`src/hw/rtl/tahw_pkg.sv`:
```
`default_nettype none

package tahw_pkg;

   localparam int unsigned ADDR_BITS   = 32;
   localparam int unsigned SIZE_DIGITS = 11;
   localparam int unsigned HDR_LEN     = 512;
   localparam int unsigned LAST_IDX    = HDR_LEN - 1;
   localparam int unsigned SIZE_POS    = 124;
   localparam int unsigned SIZE_END    = SIZE_POS + SIZE_DIGITS;
   localparam int unsigned TYPE_POS    = 156;

   localparam logic [7:0] CHAR_ZERO  = 8'h30;
   localparam logic [7:0] CHAR_SEVEN = 8'h37;
   localparam logic [7:0] CHAR_FIVE  = 8'h35;
   localparam logic [7:0] CHAR_DOT   = 8'h2E;
   localparam logic [7:0] CHAR_SLASH = 8'h2F;
   localparam logic [7:0] CHAR_NUL   = 8'h00;

   typedef logic [8:0]           hdr_idx_type;
   typedef logic [ADDR_BITS-1:0] offset_type;

   typedef enum logic [1:0] {
      PH_HEADER = 2'd0,
      PH_SKIP   = 2'd1,
      PH_DONE   = 2'd2
   } phase_type;

   typedef enum logic [1:0] {
      KIND_ENTRY = 2'd0,
      KIND_TERM  = 2'd1,
      KIND_END   = 2'd2
   } kind_type;

   typedef struct packed {
      kind_type    kind;
      logic        archive_over;
      logic [31:0] header_offset;
      logic [31:0] data_address;
      logic [32:0] file_size;
      logic        dir_entry;
      logic        dot_slash_stripped;
      logic        name_empty;
   } rsp_type;

endpackage

`default_nettype wire

```
`src/hw/rtl/tahw_if.sv`:
```
`default_nettype none

interface tahw_req_if;
   logic       valid;
   logic       ready;
   logic [7:0] data_byte;
   logic       last_byte;

   modport source (output valid, output data_byte, output last_byte, input ready);
   modport sink   (input valid, input data_byte, input last_byte, output ready);
endinterface

interface tahw_rsp_if;
   logic        valid;
   logic        ready;
   logic [1:0]  kind;
   logic        archive_over;
   logic [31:0] header_offset;
   logic [31:0] data_address;
   logic [32:0] file_size;
   logic        dir_entry;
   logic        dot_slash_stripped;
   logic        name_empty;

   modport source (output valid, output kind, output archive_over, output header_offset,
                   output data_address, output file_size, output dir_entry,
                   output dot_slash_stripped, output name_empty, input ready);
   modport sink   (input valid, input kind, input archive_over, input header_offset,
                   input data_address, input file_size, input dir_entry,
                   input dot_slash_stripped, input name_empty, output ready);
endinterface

interface tahw_csr_if;
   logic        valid;
   logic        ready;
   logic [31:0] base_address;

   modport source (output valid, output base_address, input ready);
   modport sink   (input valid, input base_address, output ready);
endinterface

`default_nettype wire

```
`src/hw/rtl/tar_archive_header_walker_top.sv`:
```
// Walks a tar archive image presented one byte per beat on req_ch (data_byte,
// last_byte set on the final byte of the region). Each 512-byte header yields
// one beat on rsp_ch when its last byte arrives: header offset, data address
// (base_address + offset + 512), octal size, directory flag and the "./" name
// flags. The file data after a header is skipped, rounded up to 512 bytes.
// A zero first header byte gives a terminator beat; a last byte that gives no
// other beat gives a stream-ended beat. Either, or an entry beat on the last byte,
// sets archive_over; later bytes are consumed without results until reset.
// csr_ch writes base_address; write it only while the walker is idle.
// Throughput: one byte per cycle while beats are taken. Latency: a result
// appears on rsp_ch in the cycle after the byte that causes it is taken. All
// byte work is a counter step, an add or a 33-bit shift-add between the state
// registers and the result register. The result register decouples the sides:
// while it holds a beat that is not taken, req_ch.ready is low; it stays high
// as long as the result side takes beats. Synchronous reset returns to the first
// header at offset zero with base_address cleared and the result register empty.
`default_nettype none

module tar_archive_header_walker_top (
   input  wire logic    clock,
   input  wire logic    reset,
   tahw_req_if.sink     req_ch,
   tahw_rsp_if.source   rsp_ch,
   tahw_csr_if.sink     csr_ch
);

   logic [31:0]           base_ff;
   tahw_pkg::offset_type  offset_ff, offset_in;
   tahw_pkg::phase_type   phase_ff, phase_in;
   tahw_pkg::hdr_idx_type idx_ff, idx_in;
   tahw_pkg::offset_type  entry_ff, entry_in;
   logic [32:0]           acc_ff, acc_in;
   logic                  oct_ff, oct_in;
   logic [33:0]           skip_ff, skip_in;
   logic [23:0]           lead_ff, lead_in;
   logic                  dir_ff, dir_in;
   logic                  rsp_valid_ff;
   tahw_pkg::rsp_type     rsp_ff, res;

   logic                  accept, active, first, is_term, hdr_end, emit;
   tahw_pkg::offset_type  entry_eff, offset_inc, data_addr;
   logic [32:0]           acc_eff;
   logic                  oct_eff;
   logic [23:0]           lead_eff;
   logic                  dir_eff;
   logic [33:0]           skip_round, skip_next;
   logic                  strip;

   assign req_ch.ready = !rsp_valid_ff || rsp_ch.ready;
   assign csr_ch.ready = 1'b1;
   assign accept = req_ch.valid && req_ch.ready;
   assign active = accept && (phase_ff == tahw_pkg::PH_HEADER || phase_ff == tahw_pkg::PH_SKIP);

   // The first header byte opens a fresh entry, so the per-entry state reads
   // as its cleared value there instead of what the previous entry left.
   assign first     = (idx_ff == '0);
   assign entry_eff = first ? offset_ff : entry_ff;
   assign acc_eff   = first ? '0 : acc_ff;
   assign oct_eff   = first ? 1'b1 : oct_ff;
   assign lead_eff  = first ? '0 : lead_ff;
   assign dir_eff   = first ? 1'b0 : dir_ff;

   assign offset_inc = offset_ff + 1'b1;
   assign data_addr  = tahw_pkg::ADDR_BITS'(base_ff) + entry_eff
                     + tahw_pkg::ADDR_BITS'(tahw_pkg::HDR_LEN);
   assign is_term    = (phase_ff == tahw_pkg::PH_HEADER) && first
                     && (req_ch.data_byte == tahw_pkg::CHAR_NUL);
   assign hdr_end    = (phase_ff == tahw_pkg::PH_HEADER)
                     && (idx_ff == tahw_pkg::hdr_idx_type'(tahw_pkg::LAST_IDX));
   assign skip_round = ({1'b0, acc_eff} + 34'(tahw_pkg::LAST_IDX))
                     & ~34'(tahw_pkg::LAST_IDX);
   assign skip_next  = skip_ff - 1'b1;
   assign strip      = (lead_eff[7:0] == tahw_pkg::CHAR_DOT)
                     && (lead_eff[15:8] == tahw_pkg::CHAR_SLASH);

   // Next phase.
   always_comb begin
      phase_in = phase_ff;
      if (active) begin
         priority if (is_term || req_ch.last_byte) begin
            phase_in = tahw_pkg::PH_DONE;
         end else if (hdr_end) begin
            phase_in = (skip_round != '0) ? tahw_pkg::PH_SKIP : tahw_pkg::PH_HEADER;
         end else if (phase_ff == tahw_pkg::PH_SKIP && skip_next == '0) begin
            phase_in = tahw_pkg::PH_HEADER;
         end else begin
            phase_in = phase_ff;
         end
      end
   end

   // Datapath updates and the result for the accepted byte.
   always_comb begin
      offset_in = offset_ff;
      idx_in    = idx_ff;
      entry_in  = entry_ff;
      acc_in    = acc_ff;
      oct_in    = oct_ff;
      skip_in   = skip_ff;
      lead_in   = lead_ff;
      dir_in    = dir_ff;
      emit      = 1'b0;
      res       = '0;
      if (active) begin
         offset_in = offset_inc;
         if (phase_ff == tahw_pkg::PH_HEADER) begin
            entry_in = entry_eff;
            acc_in   = acc_eff;
            oct_in   = oct_eff;
            lead_in  = lead_eff;
            dir_in   = dir_eff;
            if (idx_ff < 9'd3) begin
               lead_in[8*idx_ff[1:0] +: 8] = req_ch.data_byte;
            end
            if (idx_ff >= tahw_pkg::hdr_idx_type'(tahw_pkg::SIZE_POS)
                && idx_ff < tahw_pkg::hdr_idx_type'(tahw_pkg::SIZE_END) && oct_eff) begin
               if (req_ch.data_byte >= tahw_pkg::CHAR_ZERO
                   && req_ch.data_byte <= tahw_pkg::CHAR_SEVEN) begin
                  acc_in = {acc_eff[29:0], 3'b000} + 33'(req_ch.data_byte[2:0]);
               end else begin
                  oct_in = 1'b0;
               end
            end
            if (idx_ff == tahw_pkg::hdr_idx_type'(tahw_pkg::TYPE_POS)) begin
               dir_in = (req_ch.data_byte == tahw_pkg::CHAR_FIVE);
            end
            if (hdr_end) begin
               skip_in                = skip_round;
               idx_in                 = '0;
               emit                   = 1'b1;
               res.kind               = tahw_pkg::KIND_ENTRY;
               res.header_offset      = 32'(entry_eff);
               res.data_address       = 32'(data_addr);
               res.file_size          = acc_eff;
               res.dir_entry          = dir_eff;
               res.dot_slash_stripped = strip;
               res.name_empty         = strip && (lead_eff[23:16] == tahw_pkg::CHAR_NUL);
            end else begin
               idx_in = idx_ff + 1'b1;
            end
            if (is_term) begin
               emit              = 1'b1;
               res               = '0;
               res.kind          = tahw_pkg::KIND_TERM;
               res.archive_over  = 1'b1;
               res.header_offset = 32'(entry_eff);
               res.data_address  = 32'(data_addr);
            end
         end else begin
            skip_in = skip_next;
         end
         if (req_ch.last_byte) begin
            if (emit) begin
               res.archive_over = 1'b1;
            end else begin
               emit              = 1'b1;
               res.kind          = tahw_pkg::KIND_END;
               res.archive_over  = 1'b1;
               res.header_offset = 32'(offset_inc);
            end
         end
      end
   end

   always_ff @(posedge clock) begin
      if (reset) begin
         base_ff      <= '0;
         offset_ff    <= '0;
         phase_ff     <= tahw_pkg::PH_HEADER;
         idx_ff       <= '0;
         entry_ff     <= '0;
         acc_ff       <= '0;
         oct_ff       <= 1'b1;
         skip_ff      <= '0;
         lead_ff      <= '0;
         dir_ff       <= 1'b0;
         rsp_valid_ff <= 1'b0;
      end else begin
         if (csr_ch.valid) begin
            base_ff <= csr_ch.base_address;
         end
         offset_ff <= offset_in;
         phase_ff  <= phase_in;
         idx_ff    <= idx_in;
         entry_ff  <= entry_in;
         acc_ff    <= acc_in;
         oct_ff    <= oct_in;
         skip_ff   <= skip_in;
         lead_ff   <= lead_in;
         dir_ff    <= dir_in;
         if (!rsp_valid_ff || rsp_ch.ready) begin
            rsp_valid_ff <= emit;
         end
      end
   end

   always_ff @(posedge clock) begin
      if (!rsp_valid_ff || rsp_ch.ready) begin
         rsp_ff <= res;
      end
   end

   assign rsp_ch.valid              = rsp_valid_ff;
   assign rsp_ch.kind               = rsp_ff.kind;
   assign rsp_ch.archive_over       = rsp_ff.archive_over;
   assign rsp_ch.header_offset      = rsp_ff.header_offset;
   assign rsp_ch.data_address       = rsp_ff.data_address;
   assign rsp_ch.file_size          = rsp_ff.file_size;
   assign rsp_ch.dir_entry          = rsp_ff.dir_entry;
   assign rsp_ch.dot_slash_stripped = rsp_ff.dot_slash_stripped;
   assign rsp_ch.name_empty         = rsp_ff.name_empty;

endmodule

`default_nettype wire

```
`src/flat_wrapper.sv`:
```
// flat-port wrapper written by rule: the top's interface ports become plain ports
module tar_archive_header_walker_top_flat 
  (clock, reset, req_ch_valid, req_ch_data_byte, req_ch_last_byte, req_ch_ready, rsp_ch_valid, rsp_ch_kind, rsp_ch_archive_over, rsp_ch_header_offset, rsp_ch_data_address, rsp_ch_file_size, rsp_ch_dir_entry, rsp_ch_dot_slash_stripped, rsp_ch_name_empty, rsp_ch_ready, csr_ch_valid, csr_ch_base_address, csr_ch_ready);
  tahw_req_if req_ch_i ();
  tahw_rsp_if rsp_ch_i ();
  tahw_csr_if csr_ch_i ();
  input  wire logic clock;
  input  wire logic reset;
  input wire logic [$bits(req_ch_i.valid)-1:0] req_ch_valid;
  input wire logic [$bits(req_ch_i.data_byte)-1:0] req_ch_data_byte;
  input wire logic [$bits(req_ch_i.last_byte)-1:0] req_ch_last_byte;
  output wire logic [$bits(req_ch_i.ready)-1:0] req_ch_ready;
  output wire logic [$bits(rsp_ch_i.valid)-1:0] rsp_ch_valid;
  output wire logic [$bits(rsp_ch_i.kind)-1:0] rsp_ch_kind;
  output wire logic [$bits(rsp_ch_i.archive_over)-1:0] rsp_ch_archive_over;
  output wire logic [$bits(rsp_ch_i.header_offset)-1:0] rsp_ch_header_offset;
  output wire logic [$bits(rsp_ch_i.data_address)-1:0] rsp_ch_data_address;
  output wire logic [$bits(rsp_ch_i.file_size)-1:0] rsp_ch_file_size;
  output wire logic [$bits(rsp_ch_i.dir_entry)-1:0] rsp_ch_dir_entry;
  output wire logic [$bits(rsp_ch_i.dot_slash_stripped)-1:0] rsp_ch_dot_slash_stripped;
  output wire logic [$bits(rsp_ch_i.name_empty)-1:0] rsp_ch_name_empty;
  input wire logic [$bits(rsp_ch_i.ready)-1:0] rsp_ch_ready;
  input wire logic [$bits(csr_ch_i.valid)-1:0] csr_ch_valid;
  input wire logic [$bits(csr_ch_i.base_address)-1:0] csr_ch_base_address;
  output wire logic [$bits(csr_ch_i.ready)-1:0] csr_ch_ready;
  assign req_ch_i.valid = req_ch_valid;
  assign req_ch_i.data_byte = req_ch_data_byte;
  assign req_ch_i.last_byte = req_ch_last_byte;
  assign req_ch_ready = req_ch_i.ready;
  assign rsp_ch_valid = rsp_ch_i.valid;
  assign rsp_ch_kind = rsp_ch_i.kind;
  assign rsp_ch_archive_over = rsp_ch_i.archive_over;
  assign rsp_ch_header_offset = rsp_ch_i.header_offset;
  assign rsp_ch_data_address = rsp_ch_i.data_address;
  assign rsp_ch_file_size = rsp_ch_i.file_size;
  assign rsp_ch_dir_entry = rsp_ch_i.dir_entry;
  assign rsp_ch_dot_slash_stripped = rsp_ch_i.dot_slash_stripped;
  assign rsp_ch_name_empty = rsp_ch_i.name_empty;
  assign rsp_ch_i.ready = rsp_ch_ready;
  assign csr_ch_i.valid = csr_ch_valid;
  assign csr_ch_i.base_address = csr_ch_base_address;
  assign csr_ch_ready = csr_ch_i.ready;
  tar_archive_header_walker_top u_core (.clock(clock), .reset(reset), .req_ch(req_ch_i), .rsp_ch(rsp_ch_i), .csr_ch(csr_ch_i));
endmodule
```
`config.mk`:
```
export PLATFORM = sky130hd
export DESIGN_NAME = tar_archive_header_walker_top_flat
export DESIGN_NICKNAME = d
export VERILOG_FILES = /design/src/hw/rtl/tahw_pkg.sv /design/src/hw/rtl/tahw_if.sv /design/src/hw/rtl/tar_archive_header_walker_top.sv /design/src/flat_wrapper.sv
export SDC_FILE = /design/constraint.sdc
export NUM_CORES = 1
export LEC_CHECK = 0
export ABC_AREA = 1
export ABC_CLOCK_PERIOD_IN_PS = 14200
export BUFFER_PORTS_ARGS = -buffer_cell sky130_fd_sc_hd__buf_2
export CAP_MARGIN = 20
export CORE_ASPECT_RATIO = 0.75
export CORE_MARGIN = 2
export CORE_UTILIZATION = 30
export DETAILED_ROUTE_END_ITERATION = 10
export SLEW_MARGIN = 25
export SYNTH_ARGS = -nofsm -noshare
export SYNTH_HDL_FRONTEND = slang
export SYNTH_SLANG_ARGS = --single-unit
```
`constraint.sdc`:
```
create_clock -name clock -period 14.2 [get_ports clock]
set_clock_uncertainty 0.05 [all_clocks]
set_input_delay 3.55 -clock clock [delete_from_list [all_inputs] [get_ports clock]]
set_output_delay 3.55 -clock clock [all_outputs]
set_load 0.01 [all_outputs]
```
==> impl_results.md <==
- DIE HEIGHT: 212 microns
- Antenna viol nets, final: 0
- DP Area: ~19000 sq um
- Worst R2R Path Depth: 24
- Largest net degree at the start of global routing: 100
- Worst r2r dst: u_core.rsp_ch.data_address[31]
- Max clock buf depth: 3
- First-iteration detailed-routing DRC count: roughly 1500
- Synth unique cells: 61
- Fmax: about 0.12 GHz
- Die width: 281 microns
- Vias: roughly 16000
- Leak: a little over 9 nW
- Routed WL per cell: 16.1 microns
- Post-synthesis register bit count: between 300 and 400
- Number of flops mapped to enable cells by yosys: 103
- Fin nets: roughly 2500
- Post-synth top flop: dfxtp_1
- Max_cap viols: 0
- H-tree depth: 2
- Die Area: just under 60000 sq um
- Global route total overflow: 0
- WL final: just over 50000 microns
- Final min period: between 8 and 9 ns
- TNS Setup: 0 ns
- CTS tree: yes
- Syn-to-layout area delta: 15.2%
- Number of post-CTS setup repair buffers: 0
- Clock tree sinks: slightly above 300
- Final Cycle Share: 0.566
- Worst Setup Path Type: in -> out
- WP data required: around 11 ns
- Worst EP arrival: 4.44 ns
- Synthesized cell area: between 15000 and 20000 sq um
- Crit path launch type: input port
- Num ports: 152
- Crit path capture: req_ch_ready
- Slew margin rel.: 0.308
- GPL Wtd Cong: 0.966
- DRC viols: 0
- Clock root cell: clkbuf_16
- Post-Syn Area per Cell: 7.46 sq um
- Maximum vdd ir drop: 0.0000543 V
- Yosys warns: 0
- Worst r2r src: u_core.idx_ff[0]
- Via/cell ratio: slightly below 5
- Row cnt: between 70 and 80
- Post-cts sizing count: 0
- Initial Utilization: 0.302
- N_diodes: 0
- Hold Vio Cnt, Final: 0
- Vias in the first global route: around 14000
- Core Region: around 57000 sq um
- Share of cells above drive strength 1: 0.118
- Register area share after synthesis: 0.411
- Final setup violating endpoints: 0
- DP HPWL: between 30000 and 40000 microns
- Max-slew violation count: 0
- CP max FO: 46
- Tot Pwr: ~2.3 mW
- Global-route usage over all layers: 0.172
- Antenna violations before repair: 1
- Final instance area: between 15000 and 20000 sq um
- Async SR Flop Fraction: 0
- Post-Syn Nets: 2437
- Status: completed
- CP endpoint kind: primary output
- TritonCTS Buffers: 36
- TritonRoute pass-1 iters: 5
- Worst setup path start: rsp_ch_ready
- R2R Setup Slk: between 8 and 9 ns
- First-pass GRT wire length: slightly above 80000 microns
- Hold Buf Count CTS: 0
- Synthesized netlist cell count: about 2300
- Worst hold path type: reg -> reg
- I/O Buffers: 150
- Pwr Density: 116 nW/um^2
- Worst Tran Pin Value: 1.04 ns
- RSZ-0062 raised after global routing: no
- Skew-Pair Late Insertion Delay: 0.55 ns
- Reg clk slew, reported paths: ~0.05 ns
-- worst min-delay path by stage --
stage,from,end,cells past startpoint
after floorplan,u_core.entry_ff[16],u_core.entry_ff[16],2
after global placement,u_core.entry_ff[29],u_core.entry_ff[29],2
after detailed placement,u_core.entry_ff[29],u_core.entry_ff[29],2
after CTS,u_core.entry_ff[29],u_core.entry_ff[29],2
after global routing,u_core.entry_ff[20],u_core.entry_ff[20],2
final,u_core.entry_ff[25],u_core.entry_ff[25],2
-- layer usage --
| metal | vias up | routed length, microns | GRT usage |
|---|---|---|---|
| li1 | 7992 | - | - |
| met1 | 7352 | 26100 | 0.262 |
| met2 | 462 | 21200 | 0.247 |
| met3 | 56 | 3690 | 0.0309 |
| met4 | 0 | 926 | 0.0398 |
| met5 | - | 0 | 0 |
-- state kept, by name, indices dropped and copies added (netlist names) --
| signal | cells |
|---|---|
| u_core.skip_ff | 34 |
| u_core.acc_ff | 33 |
| u_core.rsp_ch.file_size | 33 |
| u_core.base_ff | 32 |
| u_core.entry_ff | 32 |
| u_core.offset_ff | 32 |
| u_core.rsp_ch.data_address | 32 |
| u_core.rsp_ch.header_offset | 32 |
| u_core.lead_ff | 24 |
| u_core.idx_ff | 9 |
| u_core.phase_ff | 2 |
| u_core.rsp_ch.kind | 2 |
| u_core.dir_ff | 1 |
| u_core.oct_ff | 1 |
| u_core.rsp_ch.archive_over | 1 |
| u_core.rsp_ch.dir_entry | 1 |
| u_core.rsp_ch.dot_slash_stripped | 1 |
| u_core.rsp_ch.name_empty | 1 |
| u_core.rsp_ch.valid | 1 |
-- through the flow --
| step | utilization | setup slack, ns | hold slack (ns) | std cells |
|---|---|---|---|---|
| 2_1_floorplan | - | 4.94 | 0.375 | 2321 |
| 3_3_place_gp | 0.328 | 6.12 | 0.387 | 3169 |
| 3_5_place_dp | 0.328 | 6.12 | 0.392 | 3169 |
| 4_1_cts | 0.348 | 6.12 | 0.399 | 3233 |
| 5_1_grt | 0.348 | 6.06 | 0.422 | 3233 |
| 6_report | 0.348 | 6.16 | 0.395 | 3233 |
-- worst max-delay path, stage by stage --
cell,delay [ns]
buf_2,0.07
nor2_1,0.05
inv_4,0.46
buf_2,0.25
-- power by group --
| part | switching, mW | total (mW) | internal, mW |
|---|---|---|---|
| sequential | 0.0370 | 0.984 | 0.947 |
| combinational | 0.262 | 0.376 | 0.113 |
| clock | 0.386 | 0.944 | 0.558 |
| total | 0.686 | 2.30 | 1.62 |
-- cell usage after synthesis (4+ instances only) --
master,n,share of area
o31ai_1,4,0.0017
a31oi_1,19,0.0069
nor2_2,15,0.0054
nor4_1,12,0.0043
or2_2,6,0.0022
o221ai_1,30,0.015
xor2_1,55,0.028
buf_2,11,0.0032
o21a_1,8,0.0035
nand4_1,28,0.010
o21ai_0,206,0.060
nand3_1,89,0.026
inv_1,283,0.061
nand3_2,7,0.0040
a21oi_1,199,0.058
nand2_1,388,0.084
dfxtp_1,201,0.23
a211oi_1,7,0.0030
nor2_1,335,0.073
a32o_1,12,0.0069
xnor2_1,11,0.0056
edfxtp_1,103,0.18
nand2_2,11,0.0040
buf_1,9,0.0020
a21boi_0,5,0.0022
ha_1,69,0.050
o211ai_1,14,0.0061
nand3b_1,7,0.0030
clkbuf_1,75,0.016
a22oi_1,14,0.0061
inv_2,9,0.0020
nor3_1,22,0.0064
o21ai_1,12,0.0035
-- logic make-up after synthesis --
logic type / Yosys count / share of synthesized area
other: 1 / 0.000217
AOI/OAI and AO/OA: 547 / 0.181
buffers and inverters: 396 / 0.0888
adders and majority gates: 70 / 0.0510
xor gates and xnor gates: 66 / 0.0334
muxes: 1 / 0.000578
and+or+nand+nor: 936 / 0.234
DFF: 304 / 0.411
-- layout by cell type, fill, tap and decap left out, types with 8 or more instances in the layout --
master     netlist  final
nand4_1         28     28
o221ai_1        30     30
nor4_1          12     12
xor2_1          55     55
ha_1            69     69
edfxtp_1       103    103
a22oi_1         14     14
nor2_1         335    335
dfxtp_1        201    201
clkbuf_16        0     37
buf_2           11    150
o21ai_0        206    205
clkinv_1         3     11
nor2_2          15     13
a21oi_1        199    199
inv_2            9     11
a31oi_1         19     19
nand2_2         11     11
o211ai_1        14     14
nand3_1         89     89
xnor2_1         11     11
o21a_1           8      8
a32o_1          12     12
inv_1          283    280
o21ai_1         12     12
buf_4            2     18
nor3_1          22     22
nand2_1        388    388
-- final cells by class --
| type | count | area, sq um |
|---|---|---|
| clock buffer | 42 | 965 |
| clock inverter | 22 | 209 |
| fill | 6113 | 37300 |
| inverter | 296 | 1120 |
| multi-input combinational | 1621 | 8670 |
| sequential | 304 | 7120 |
| tap | 780 | 976 |
| timing repair buffer | 168 | 886 |
(Power assumes the default switching activity.)
